==> src/sv/bfa_pkg.sv <==
// Shared constants, codes and helper functions of the bitmap block allocator.
package bfa_pkg;

  localparam int MAX_BLOCKS_DEF = 4096;
  localparam int WORD_W         = 32;
  localparam int BIT_W          = 5;

  localparam int CMD_W       = 2;
  localparam int BLOCK_W     = 12;
  localparam int COUNT_W     = 13;
  localparam int BYTE_IDX_W  = 9;
  localparam int BYTE_W      = 8;
  localparam int STATUS_W    = 2;
  localparam int APB_DW      = 32;
  localparam int APB_AW      = 3;

  localparam logic [CMD_W-1:0] CMD_ALLOCATE = 2'd0;
  localparam logic [CMD_W-1:0] CMD_FREE     = 2'd1;
  localparam logic [CMD_W-1:0] CMD_LOAD     = 2'd2;

  localparam logic [STATUS_W-1:0] ST_DONE      = 2'd0;
  localparam logic [STATUS_W-1:0] ST_NO_SPACE  = 2'd1;
  localparam logic [STATUS_W-1:0] ST_FREE_ZERO = 2'd2;

  localparam logic             REG_BLOCK_COUNT = 1'b0;
  localparam logic [COUNT_W-1:0] COUNT_RESET   = 13'd4096;

  typedef struct packed {
    logic             found;
    logic [BIT_W-1:0] idx;
  } ff_t;

  function automatic ff_t find_first(input logic [WORD_W-1:0] vec);
    ff_t res;
    res.found = 1'b0;
    res.idx   = '0;
    for (int b = WORD_W - 1; b >= 0; b--) begin
      if (vec[b]) begin
        res.found = 1'b1;
        res.idx   = BIT_W'(b);
      end
    end
    return res;
  endfunction

  function automatic logic [BYTE_W-1:0] reverse_byte(input logic [BYTE_W-1:0] v);
    logic [BYTE_W-1:0] r;
    for (int k = 0; k < BYTE_W; k++) begin
      r[k] = v[BYTE_W-1-k];
    end
    return r;
  endfunction

endpackage

==> src/sv/bfa_bitmap_ram.sv <==
// Single-port-write, single-port-read bitmap word memory with registered read data.
module bfa_bitmap_ram #(
  parameter int DEPTH = bfa_pkg::MAX_BLOCKS_DEF / bfa_pkg::WORD_W,
  parameter int AW    = 7
) (
  input  logic                       clk,
  input  logic                       we,
  input  logic [AW-1:0]              waddr,
  input  logic [bfa_pkg::WORD_W-1:0] wdata,
  input  logic                       re,
  input  logic [AW-1:0]              raddr,
  output logic [bfa_pkg::WORD_W-1:0] rdata
);

  logic [bfa_pkg::WORD_W-1:0] mem [DEPTH];

  always_ff @(posedge clk) begin
    if (we) begin
      mem[waddr] <= wdata;
    end
  end

  always_ff @(posedge clk) begin
    if (re) begin
      rdata <= mem[raddr];
    end
  end

endmodule

==> config.mk <==
export PLATFORM = sky130hd
export DESIGN_NAME = bfa_bitmap_ram
export DESIGN_NICKNAME = d
export VERILOG_FILES = /design/src/sv/bfa_pkg.sv /design/src/sv/bfa_bitmap_ram.sv
export SDC_FILE = /design/constraint.sdc
export NUM_CORES = 2
export LEC_CHECK = 0
export BUFFER_PORTS_ARGS = -buffer_cell sky130_fd_sc_hd__buf_2
export CORE_UTILIZATION = 40
export CTS_BUF_LIST = sky130_fd_sc_hd__clkbuf_4 sky130_fd_sc_hd__clkbuf_8 sky130_fd_sc_hd__clkbuf_16
export DETAILED_ROUTE_END_ITERATION = 12
export GPL_ROUTABILITY_DRIVEN = 0
export PLACE_DENSITY = 0.57
export SKIP_LAST_GASP = 1
export SLEW_MARGIN = 20
export SYNTH_ARGS = -nofsm -noshare
export SYNTH_HDL_FRONTEND = slang
export SYNTH_SLANG_ARGS = --single-unit
==> constraint.sdc <==
create_clock -name clk -period 4 [get_ports clk]
set_input_delay 0.2 -clock clk [delete_from_list [all_inputs] [get_ports clk]]
set_output_delay 0.2 -clock clk [all_outputs]
set_load 0.03 [all_outputs]
-- Yosys cells after proc, flatten, opt, wreduce, memory -nomap -nowiden
Memory sizes are Yosys's and may differ from the RTL's. A register that Yosys moved wholly into a read port is not among the register bits.
Index checks and enable logic that the tools add are counted.
- bits in registers: 0
- RAM bits: 4096
- input bits: 49
- output and inout port bits: 32
- memories: 1
- memories (name ; depth ; width ; read ports ; clocked after Yosys merged registers in ; write ports ; RTL line ; RTL):
    mem ; 128 ; 32 ; 1 ; 1 ; 1 ; bfa_bitmap_ram.sv:15 ; logic [bfa_pkg::WORD_W-1:0] mem [DEPTH];
- muxes and demuxes: 2
- operators by type and width (kind ; count):
    $mux 1 ; 2

-- Longest topological paths before layout
- depth in word-level cells: 2
- depth in mapped cells: 8
- depth with buffers taken out: 4

-- Worst setup path before layout
No wires, ideal clock.
- kind: input to register
- start point: input port we
- end point: memory mem[98][0] in the netlist's numbering (enable)
- library setup time: 0.461 ns
- data arrival time: 2.978 ns
- path slack: 0.561 ns
- stages on the path: 3
- path through: clkbuf_1 nand4_1 nor3_1
- cells in the longest elaborated chain, start to end: 2
- RTL lines (item ; RTL line ; RTL):
    start, declared ; bfa_bitmap_ram.sv:7 ; input logic we,
    $mux 1 ; bfa_bitmap_ram.sv:18 ; if (we) begin
    $mux 1 (implied by the code) ; bfa_bitmap_ram.sv:19 ; mem[waddr] <= wdata;
    end, declared ; bfa_bitmap_ram.sv:15 ;
No other way between the ends.

==> flow_summary.toml <==
[min_path]
hold_path.class = "in -> reg"
whs_path_depth = 1

[global_route]
grt.total_usage_pct = 22.5
grt_antenna_before_repair = 76
grt_pass1_vias = 72500
grt_pass1_wl_mm = 606
grt.overflow.total = 0
grt_max_degree = 112

[critical_path]
crit_required_ns = 4.65
worstPathCellList = "mux4_2 > mux4_2 > mux4_2 > mux2_2"
cp_max_fo = 4
critPathMostFrequentCell = "mux4_2"
crit_path_top_delay_cell = "mux4_2"
critPathMaxStageDelay_ns = 0.72
crit_path_end_kind = "flop"
critPathArrivalTime_ns = 3.50
start_kind = "flop"
path_class = "reg -> reg"
r2r_cells = 4

[pwr]
power.leakage_nw = 55.3
pwr-share-comb_pct = 5.5
p_clk_share_pct = 42.0
internal_power_w = 0.0718
p_per_area_nw_per_um2 = 504
pwr-share-seq_pct = 52.5
max-vdd-ir-drop_uv = 389
p_sw_share_pct = 21.4
switchingPower_w = 0.0195

[timing]
slew-limit-headroom_pct = 24.2
clock_skew_ns = 0.0367
fin_tns_setup_ns = 0
rsz0062_at_grt = "false"
hold_viol_final = 0
finalCritPeriodShare_pct = 71.2
setup_viol = 0
drv_slew = 0
timing.fmax_ghz = 0.351
worst_pin_slew_ns = 1.14
min_period_ns = 2.85

[synthesis]
synth-seq-area-share_pct = 79.2
syn_inst = 5990
yosys.area.top_type = "edfxtp_1"
yosysWarnings = 0
syn_area_um2 = 157000
ys_top_cells_by_area = "edfxtp_1 (79%), mux4_2 (19%), clkbuf_1 (0.44%), nor2_1 (0.29%), buf_2 (0.25%)"
syn_area_per_cell_um2 = 26.1
yosysTopAreaCellShare_pct = 79.2
ys_seq_elements = 4128
ys_types = 16
syn_nets = 6039

[die]
die_width_um = 628
die_h_um = 628
rows = 229
initial_core_util_pct = 40.2
io_pins = 81
dieArea_um2 = 394000
core-area_um2 = 389000

[clock_network]
h-tree-depth = 5
root_buffer = "clkbuf_16"
clockBufferDepth = 4
cts_resized = 0
clk_pin_slew_worst_paths_ns = 0.06
postCtsSetupBuffers = 0
cts_buffers = 409
cts_tree = "built"
clock_latency_ns = 0.92
cts_hold_buf = 28
clkSinkCount = 4128

[final_layout]
finalNonFillerCells = 12200
nNetsFinal = 6601
syn_to_final_growth_pct = 15.7
fillers = 31300
drive_above_1_share_pct = 37.6

[place]
dp_hpwl_mm = 253
numPortBuffers = 80
dp.cells = 11300

[drt]
post-route-drc-count = 8
vias = 72000
routed_wl_mm = 443
routedWlPerCell_um = 36.4
drtIter0Drc = 10300
drt_pass1_iterations = 10
via_per_inst = 5.91
drtAntennaViolNets = 0

[run_status]
outcome = "complete, but fails checks"
violations = "design-rule violations"

[flow_run]
max_cap_violations = 0
[cell families after synthesis]
logic type	after synthesis	share of synthesized area [%]
and+or+nand+nor	170	0.445
muxes	1376	19.6
DFF	4128	79.2
buffers and inverters	316	0.837
[power groups by stage]
stage / logic [W] / clock network [W] / registers [W]
2_1_floorplan: 0.00231 / 0 / 0.0489
4_1_cts: 0.00505 / 0.0389 / 0.0480
3_5_place_dp: 0.00502 / 0 / 0.0489
5_1_grt: 0.00518 / 0.0404 / 0.0480
3_3_place_gp: 0.00494 / 0 / 0.0489
6_report: 0.00500 / 0.0384 / 0.0480
[worst max-delay path: cells and delay by family (launching register included)]
kind	cells	cell delay, ns
flops	1	0.37
mux	4	2.21
[per-layer routing]
layer  up-vias  share of wire [%]  GRT usage (%)
li1      27700                  -              -
met1     40100                 39           30.9
met2      3513                 49           36.6
met3       603                8.5           3.99
met4        10                3.7           7.62
met5         -              0.016              0
[path summary, 6_finish.rpt]
path / startpoint / end / slack (ns)
min: wdata[26] / mem[85][26]$_DFFE_PP_ / 0.007
min reg2reg: mem[24][26]$_DFFE_PP_ / rdata[26]$_DFFE_PP_ / 1.23
max reg2reg: mem[125][30]$_DFFE_PP_ / rdata[30]$_DFFE_PP_ / 1.15
max: mem[125][30]$_DFFE_PP_ / rdata[30]$_DFFE_PP_ / 1.15
[metrics by stage]
step	total power, W	utilization (%)	cell area [um^2]	setup WS [ns]	hold WS [ns]
global route	0.0936	46.5	181000	1.10	0.0373
floorplan	0.0512	-	157000	0.561	0.299
CTS	0.0919	46.4	181000	1.17	0.000289
global placement	0.0538	43.0	167000	0.249	0.604
finish	0.0914	46.5	181000	1.15	0.00720
detailed placement	0.0539	43.0	167000	0.222	0.618
[cells in the mapped netlist (all sizes together)]
library cell,instances
nand2b,2
nand2,14
clkbuf,182
edfxtp,4128
or3,1
buf,134
nand4,3
mux4,1344
nor2,122
mux2,32
nor2b,7
nor3,9
nand3,12
[cell type report]
type	instances	area, um^2	area share [%]
clock buffer	501	11000	6.09
antenna	96	240	0.133
clock inverter	243	2280	1.26
tap	5197	6500	3.59
sequential	4128	124000	68.4
multi-input combinational	1546	32300	17.8
timing repair buffer	467	4830	2.67
[cell usage in the layout (no fill, tap or decap)]
cell type and n:
mux2_2 32, inv_16 4, nor2b_1 7, nand3_2 4
or3_1 1, dlygate4sd3_1 32, clkinvlp_4 7, clkinv_16 1
nand2b_1 2, diode_2 96, buf_8 3, inv_6 9
nor2_1 3, clkinv_2 73, clkinv_8 5, nand4_1 3
nor2_4 119, nand2_2 3, nand2_1 11, buf_2 40
buf_4 282, clkbuf_16 415, buf_12 104, clkbuf_4 86
nor3_2 9, buf_6 6, edfxtp_1 4128, clkinv_1 104
bufinv_16 40, mux4_2 1344, nand3_1 8
[flip-flops by register name, summed over array words and instances, names as in the netlist]
register,flops
mem,4096
rdata,32
(Power assumes the default switching activity.)
