`config.mk`:
```
export PLATFORM = sky130hd
export DESIGN_NAME = bfa_cfg_regs
export DESIGN_NICKNAME = d
export VERILOG_FILES = /design/src/sv/bfa_pkg.sv /design/src/sv/bfa_cfg_regs.sv
export SDC_FILE = /design/constraint.sdc
export NUM_CORES = 1
export LEC_CHECK = 0
export BUFFER_PORTS_ARGS = -buffer_cell sky130_fd_sc_hd__buf_4
export CAP_MARGIN = 20
export CORE_MARGIN = 2
export CORE_UTILIZATION = 35
export CTS_CLUSTER_SIZE = 30
export DETAILED_ROUTE_END_ITERATION = 8
export PLACE_DENSITY = 0.87
export SYNTH_ARGS = -nofsm -noshare
export SYNTH_HDL_FRONTEND = slang
export SYNTH_SLANG_ARGS = --single-unit
```
`constraint.sdc`:
```
create_clock -name clk -period 2.6 [get_ports clk]
set_clock_uncertainty 0.15 [all_clocks]
set_input_delay 0.39 -clock clk [delete_from_list [all_inputs] [get_ports clk]]
set_output_delay 0.39 -clock clk [all_outputs]
set_load 0.01 [all_outputs]
```
`src/sv/bfa_pkg.sv`:
```
// Shared constants, codes and helper functions of the bitmap block allocator.
package bfa_pkg;

  localparam int MAX_BLOCKS_DEF = 4096;
  localparam int WORD_W         = 32;
  localparam int BIT_W          = 5;

  localparam int CMD_W       = 2;
  localparam int BLOCK_W     = 12;
  localparam int COUNT_W     = 13;
  localparam int BYTE_IDX_W  = 9;
  localparam int BYTE_W      = 8;
  localparam int STATUS_W    = 2;
  localparam int APB_DW      = 32;
  localparam int APB_AW      = 3;

  localparam logic [CMD_W-1:0] CMD_ALLOCATE = 2'd0;
  localparam logic [CMD_W-1:0] CMD_FREE     = 2'd1;
  localparam logic [CMD_W-1:0] CMD_LOAD     = 2'd2;

  localparam logic [STATUS_W-1:0] ST_DONE      = 2'd0;
  localparam logic [STATUS_W-1:0] ST_NO_SPACE  = 2'd1;
  localparam logic [STATUS_W-1:0] ST_FREE_ZERO = 2'd2;

  localparam logic             REG_BLOCK_COUNT = 1'b0;
  localparam logic [COUNT_W-1:0] COUNT_RESET   = 13'd4096;

  typedef struct packed {
    logic             found;
    logic [BIT_W-1:0] idx;
  } ff_t;

  function automatic ff_t find_first(input logic [WORD_W-1:0] vec);
    ff_t res;
    res.found = 1'b0;
    res.idx   = '0;
    for (int b = WORD_W - 1; b >= 0; b--) begin
      if (vec[b]) begin
        res.found = 1'b1;
        res.idx   = BIT_W'(b);
      end
    end
    return res;
  endfunction

  function automatic logic [BYTE_W-1:0] reverse_byte(input logic [BYTE_W-1:0] v);
    logic [BYTE_W-1:0] r;
    for (int k = 0; k < BYTE_W; k++) begin
      r[k] = v[BYTE_W-1-k];
    end
    return r;
  endfunction

endpackage

```
`src/sv/bfa_cfg_regs.sv`:
```
// APB configuration register holding the volume block count.
module bfa_cfg_regs (
  input  logic                        clk,
  input  logic                        rst_n,
  input  logic                        psel,
  input  logic                        penable,
  input  logic                        pwrite,
  input  logic [bfa_pkg::APB_AW-1:0]  paddr,
  input  logic [bfa_pkg::APB_DW-1:0]  pwdata,
  output logic [bfa_pkg::APB_DW-1:0]  prdata,
  output logic                        pready,
  output logic [bfa_pkg::COUNT_W-1:0] block_count
);

  logic [bfa_pkg::COUNT_W-1:0] count_r;
  logic                        wr_hit;

  assign pready = 1'b1;
  assign wr_hit = psel && penable && pwrite && (paddr[2] == bfa_pkg::REG_BLOCK_COUNT);

  always_ff @(posedge clk) begin
    if (!rst_n) begin
      count_r <= bfa_pkg::COUNT_RESET;
    end else if (wr_hit) begin
      count_r <= pwdata[bfa_pkg::COUNT_W-1:0];
    end
  end

  always_comb begin
    prdata = '0;
    if (paddr[2] == bfa_pkg::REG_BLOCK_COUNT) begin
      prdata = bfa_pkg::APB_DW'(count_r);
    end
  end

  assign block_count = count_r;

endmodule

```
# Yosys cells after proc, flatten, opt, wreduce, memory -nomap -nowiden
# Index checks and enable logic that the tools add are counted.
[classes]
bitwise_logic = 1
muxes = 1
reduce_logical = 3
[op_table]
columns = ["op", "count"]
rows = [
  ["13-bit two-way mux", 1],
  ["1-bit logical AND", 3],
  ["1-bit inverter", 1],
]
[word_totals]
wordCells = 6
in_bits = 40
register_bits = 13
output_inout_bits = 46

# Longest topological paths before layout
# Gate-level depths: netlist of the first run.
[depth]
word_depth = 3
mapped_depth = 4
depth_no_buf = 2

# Worst setup path before layout of the first run
# Ideal clock, no wire load.
[synth_timing]
path_kind = "input port to output port"
from = "in paddr[2] (netlist name)"
to = "out prdata[11] (netlist name)"
required_time_ns = 2.060
path_slack_ns = 1.286
path_stages = 2
arrival_ns = 0.774
n_path_buf = 1
path_cell_list = "clkbuf_1 -> nor2b_1"
[synth_via]
elab_chain_len = 1
[synth_rtl]
columns = ["element", "line", "rtl"]
rows = [
  ["start, declared", "bfa_cfg_regs.sv:8", "input logic [bfa_pkg::APB_AW-1:0] paddr,"],
  ["13-bit two-way mux", "bfa_cfg_regs.sv:31", "if (paddr[2] == bfa_pkg::REG_BLOCK_COUNT) begin"],
  ["end, declared", "bfa_cfg_regs.sv:10", "output logic [bfa_pkg::APB_DW-1:0] prdata,"],
]
# No other way between the ends.

# Worst setup path after layout of the first run
[layout_timing]
from = "in paddr[2] (netlist name)"
to = "reg count_r, in the netlist block_count[5]"
[layout_via]
elab_chain_len = 2
[layout_rtl]
columns = ["element", "line", "rtl"]
rows = [
  ["1-bit inverter", "-", ""],
  ["1-bit logical AND", "bfa_cfg_regs.sv:19", "assign wr_hit = psel && penable && pwrite && (paddr[2] == bfa_pkg::REG_BLOCK_COUNT);"],
  ["end signal, assigned", "bfa_cfg_regs.sv:23", "count_r <= bfa_pkg::COUNT_RESET;"],
  ["end signal, assigned", "bfa_cfg_regs.sv:25", "count_r <= pwdata[bfa_pkg::COUNT_W-1:0];"],
  ["end, declared", "bfa_cfg_regs.sv:15", "logic [bfa_pkg::COUNT_W-1:0] count_r;"],
]
# No other way between the ends.
# A chain may end at the register's enable or synchronous reset.

==> results.yml, run 1 <==
drt:
  num_vias: 662
  drt_iter0_drc: 2
  drc: 0
  wirelength_um: 1620
  ant_nets: 0
  via_per_inst: 4.06
  first_pass_iters: 3
  post_drt_wl_per_cell_um: 9.91
worst_setup_path:
  worst_setup_path_start_kind: "primary input"
  r2r_end: "block_count[12]"
  cp.arrival_ns: 1.56
  path_class: "in -> reg"
  cp-end-kind: "flop"
  timing.rr.start: "block_count[12]"
  ff2ff_setup_slack_ns: 1.81
  cp.required_ns: 2.64
  reg2regPathDepth: 2
  critPathMaxFanout: 14
floorplan:
  die_w_um: 51.7
  ios: 86
  die_y_um: 51.7
  core_area_sq_um: 2190
  die_area_sq_um: 2670
  row_count: 17
  initial_core_util_pct: 36.4
sta:
  setup_tns_ns: 0
  finalSetupViolCount: 0
  setup_slack_ns: 1.09
  final_max_slew_viol_count: 0
  finalCriticalPeriod_ns: 1.51
  hold_violations: 0
  fin_crit_sh_pct: 58.2
  fmax_mhz: 661
  rsz0062_at_grt: "no"
synth:
  yosys.area.top_type: "dfxtp_1"
  syn_inst: 94
  synth_cell_types: 12
  yosys_warnings: 0
  ys_seq_elements: 13
  synth-adder-area-share_pct: 0
  synth_mux_area_share_pct: 16.3
  synth_top_family_by_area: "simple AND/OR/NAND/NOR gates"
  ys_async_sr_fraction_pct: 0
  synth-xor-area-share_pct: 0
  synth.area.top_cells: "dfxtp_1 33%, buf_4 19%, mux2i_1 16%"
  synth_edf_count: 0
  synth.top_cell.area_share_pct: 32.7
  synth_compound_area_share_pct: 0
  netlist_area_sq_um: 797
  ys.flop_type: "dfxtp_1"
  synthSimpleGateAreaFrac_pct: 25.3
  ys_seq_area_share_pct: 32.7
  ys_top_cells_by_count: "24 x nand2_1, 20 x buf_4, 13 x dfxtp_1, 13 x mux2i_1, 12 x nor2b_1"
  synth.most_common_cell: "nand2_1"
  avgSynthCellArea_sq_um: 8.48
layout:
  largest_reg_flops: 13
  antenna_cells: 0
  drive_above_1_share_pct: 37.8
  fin_nets: 176
  instances_no_fill: 163
  area_growth_pct: 33.8
power_and_ir_drop:
  p_per_area_nw_per_um2: 375
  p_total_w: 0.000400
  ir_drop_mv: 0.210
  power_leakage_nw: 0.530
grt:
  grt_max_degree: 27
  grt_use_met2_pct: 23.9
  grt_use_total_pct: 13.0
  grt_pass1_wl_um: 2600
  met3_usage_pct: 3.45
  grt.busiest_layer: "met2"
  grt-ovfl-total: 0
  antenna_found_initial: 0
  first_global_vias: 607
  grt_util_met1_pct: 14.3
worst_hold_path:
  min_path_type: "in -> reg"
  hold_end: "block_count[6]"
  hold_path_depth: 3
  worstHoldStart: "pwdata[6]"
cts:
  cts-hold-fix-buffers: 0
  cts_htree_levels: 1
  numCtsBuffers: 3
  clockBufferDepth: 2
  cts.sinks: 13
  clkLatencyLatePin_ns: 0.26
  root_buffer: "clkbuf_4"
  cts_setup_buffers: 0
  postCtsResizedCells: 0
  tritoncts: "built"
  cts.clk_slew.worst_paths_ns: 0.08
placement:
  port_buffers: 44
  dp_hpwl_um: 1290
  pre_cts_ws_ns: 0.771
  place_inst: 159
  place_congestion: 0.586
flow_run:
  max_cap_viol_count: 0
run_status:
  status: "complete, no violations"
-- placed cells by master (no fill, tap or decap) --
cell type and n:
buf_4 45, and2b_2 3, dfxtp_1 13, clkbuf_4 3, conb_1 20, clkbuf_1 1
mux2i_1 13, and4b_1 1, nor2b_1 12, nand2_1 24
-- worst max-delay path, cell delays in order --
cell and delay, ns:
buf_4 0.16, and4b_1 0.53, buf_4 0.27, mux2i_1 0.20
-- where the power goes --
part | internal (W) | total (W) | switching [W]
clock | 0.0000592 | 0.000120 | 0.0000604
sequential | 0.000203 | 0.000206 | 0.00000304
combinational | 0.0000355 | 0.0000737 | 0.0000381
total | 0.000298 | 0.000400 | 0.000102
-- how the worst max path moves through the flow --
stage | end | cells after the start | startpoint
2_1_floorplan | prdata[11] | 2 | paddr[2]
3_3_place_gp | block_count[12] | 4 | paddr[2]
3_5_place_dp | block_count[5] | 4 | paddr[2]
4_1_cts | block_count[5] | 4 | paddr[2]
5_1_grt | block_count[12] | 4 | paddr[2]
6_report | block_count[5] | 4 | paddr[2]
-- metrics by stage --
stage                     area [sq um]  hold WS [ns]  utilization, %
after floorplan                    865         0.337               -
after CTS                         1070         0.209            48.7
final                             1070         0.223            48.7
after global placement            1040         0.302            47.5
after detailed placement          1040         0.314            47.5
after global routing              1070         0.211            48.7
-- layout make-up --
cell class / instances / area [sq um]
fillers: 226 / 1120
repair buffers: 45 / 338
flip-flops and latches: 13 / 260
clock buffers: 4 / 26.3
well taps: 28 / 35.0
multi-input cells: 73 / 407
-- cell families (layout without fill, tap and decap cells) --
group	Yosys count	count (layout)
and+or+nand+nor	40	40
buffers and inverters	26	49
DFF	13	13
muxes	13	13
other	2	20
-- per-layer routing --
metal	vias up	wire (um)
met5	-	0
met4	0	0
met3	0	107
met2	30	840
met1	296	668
li1	336	-
Power figures use the tool's default switching activity.
==> inputs of run 2 (changes only) <==
--- a/config.mk
+++ b/config.mk
@@ -5,13 +5,14 @@
 export SDC_FILE = /design/constraint.sdc
 export NUM_CORES = 1
 export LEC_CHECK = 0
+export ABC_AREA = 1
 export BUFFER_PORTS_ARGS = -buffer_cell sky130_fd_sc_hd__buf_4
 export CAP_MARGIN = 20
 export CORE_MARGIN = 2
-export CORE_UTILIZATION = 35
+export CORE_UTILIZATION = 31
 export CTS_CLUSTER_SIZE = 30
 export DETAILED_ROUTE_END_ITERATION = 8
-export PLACE_DENSITY = 0.87
+export PLACE_DENSITY = 0.81
 export SYNTH_ARGS = -nofsm -noshare
 export SYNTH_HDL_FRONTEND = slang
 export SYNTH_SLANG_ARGS = --single-unit
==> constraint.sdc (replaced) <==
create_clock -name clk -period 1.3 [get_ports clk]
set_clock_uncertainty 0.15 [all_clocks]
set_input_delay 0.195 -clock clk [delete_from_list [all_inputs] [get_ports clk]]
set_output_delay 0.195 -clock clk [all_outputs]
set_load 0.01 [all_outputs]
==> run 2 against run 1 <==
Net effect:
- synthesized cell count up 45%
- total power increased by 110%
- synthesized area grew 5.2%
- non-clock buffer count rose by 2
- critical endpoint is now prdata[10]
- routed wire length is 6.5% higher
- sequential power up 110%
- utilization down 3.1 points
- setup slack got worse by 1.0 ns
- combinational power grew to 2.7 times the previous value
- design area increased by 7.7%
- clock power grew 98%
==> results.yml, run 2 <==
synth:
  ys_seq_elements: 13
  synth_cell_types: 14
  synth.area.top_cells: "dfxtp_1 31%, buf_4 19%, nor2_1 17%"
  synth_edf_count: 0
  ys_seq_area_share_pct: 31.0
  avgSynthCellArea_sq_um: 6.16
  ys_top_cells_by_count: "38 x nor2_1, 27 x inv_1, 21 x buf_4, 14 x nand2_1"
  yosys_warnings: 0
  synth.top_cell.area_share_pct: 31.0
  ys.flop_type: "dfxtp_1"
  ys_async_sr_fraction_pct: 0
  netlist_area_sq_um: 838
  yosys.area.top_type: "dfxtp_1"
  syn_inst: 136
  synth.most_common_cell: "nor2_1"
flow_run:
  max_cap_viol_count: 0
drt:
  ant_nets: 0
  num_vias: 778
  drt_iter0_drc: 5
  via_per_inst: 3.70
  wirelength_um: 1720
  post_drt_wl_per_cell_um: 8.20
  drc: 0
  first_pass_iters: 4
floorplan:
  die_w_um: 56
  ios: 86
  row_count: 18
  initial_core_util_pct: 33.2
  die_y_um: 56
  core_area_sq_um: 2520
  die_area_sq_um: 3140
sta:
  hold_violations: 0
  finalCriticalPeriod_ns: 1.23
  fmax_mhz: 812
  final_max_slew_viol_count: 0
  finalSetupViolCount: 0
  fin_crit_sh_pct: 94.7
  setup_tns_ns: 0
  rsz0062_at_grt: "no"
cts:
  clockBufferDepth: 2
  tritoncts: "built"
  root_buffer: "clkbuf_4"
  cts_htree_levels: 1
  cts.clk_slew.worst_paths_ns: 0.08
  numCtsBuffers: 3
  clkLatencyLatePin_ns: 0.26
  cts.sinks: 13
worst_setup_path:
  critPathMaxFanout: 3
  cp.required_ns: 0.95
  cp.arrival_ns: 0.89
  worst_setup_path_start_kind: "flop"
  path_class: "reg -> out"
  cp-end-kind: "output port"
run_status:
  status: "complete, no violations"
grt:
  grt-ovfl-total: 0
  grt_max_degree: 16
  first_global_vias: 680
  grt_pass1_wl_um: 2780
  antenna_found_initial: 0
  grt_use_total_pct: 10.8
layout:
  most-common-layout-cells: "46 x buf_4, 38 x nor2_1, 27 x inv_1, 20 x conb_1, 14 x nand2_1"
  drive_above_1_share_pct: 31.7
  fillers: 287
  layout_commonest_cell: "buf_4"
  area_growth_pct: 37.0
  final_core_util_pct: 45.5
  antenna_cells: 0
  largest_reg_flops: 13
  fin_nets: 221
placement:
  dp_hpwl_um: 1340
  place_congestion: 0.647
  port_buffers: 44
worst_hold_path:
  min_path_type: "in -> reg"
power_and_ir_drop:
  ir_drop_mv: 0.467
  p_per_area_nw_per_um2: 748
  power_leakage_nw: 0.649
## run 2: changes by cell type in the layout (fill, tap and decap cells not counted), moves of 3 or more
cell	change
nand3_1	+13
dfxtp_2	+5
nor2b_1	-12
nand2_1	-10
nor2_1	+38
inv_1	+27
dfxtp_1	-5
and2b_2	-3
mux2i_1	-13
## run 2: metrics by stage
step,instances,cell area (sq um),setup slack [ns],power (W),hold slack (ns)
2_1_floorplan,154,906,0.317,0.000583,0.166
3_3_place_gp,205,1110,0.113,0.000627,0.257
3_5_place_dp,205,1110,0.107,0.000629,0.269
4_1_cts,210,1140,0.0608,0.000872,0.0532
5_1_grt,210,1150,0.00161,0.000918,0.0680
6_report,210,1150,0.0692,0.000859,0.0596
## run 2: where the power goes
part	leakage, nW	total [W]	internal (W)	switching [W]
clock network	0.0150	0.000238	0.000118	0.000119
logic	0.526	0.000198	0.0000905	0.000108
registers	0.108	0.000423	0.000413	0.0000101
## run 2: area by class of cell
| class | instances | area, sq um | share of cell area [%] |
|---|---|---|---|
| clock buffers | 4 | 26.3 | 2.29 |
| inverters | 28 | 105 | 9.15 |
| multi-input cells | 88 | 358 | 31.2 |
| flip-flops and latches | 13 | 267 | 23.2 |
| well taps | 30 | 37.5 | 3.27 |
| repair buffers | 47 | 355 | 30.9 |
## run 2: worst paths after layout
check	start	to	slack, ns	cells after the start
max reg2reg	block_count[12]	block_count[12]	0.56	2
min reg2reg	block_count[5]	block_count[5]	0.34	2
min	rst_n	block_count[12]	0.06	2
max	block_count[10]	prdata[10]	0.07	3
## run 2: metal layers
| layer | GRT usage [%] | part of all wire [%] |
|---|---|---|
| met5 | 0 | 0 |
| met4 | 3.06 | 0 |
| met3 | 2.56 | 8.4 |
| met2 | 19.0 | 48 |
| met1 | 13.0 | 43 |
## run 2: repair_timing
| action | in CTS | in global routing |
|---|---|---|
| resized for setup | 0 | 5 |
| hold endpoints to repair | 1 | 0 |
| endpoints found under the setup margin | 0 | 5 |
| hold buffers | 1 | 0 |
| setup buffers | 0 | 0 |
## run 2: cells by family (layout without fill, tap and decap cells)
| logic type | count (synthesis) | in the layout | share of synthesized area [%] |
|---|---|---|---|
| AND/OR/NAND/NOR | 67 | 67 | 33.1 |
| flip-flops | 13 | 13 | 31.0 |
| AO/OA/AOI/OAI | 1 | 1 | 0.596 |
| buffers and inverters | 53 | 79 | 34.3 |
| other | 2 | 20 | 0.896 |
## run 2: worst max-delay path, cell delays in order (launching register included)
cell and delay (ns):
dfxtp_1 0.37, inv_1 0.05, nor2_1 0.08, buf_4 0.12
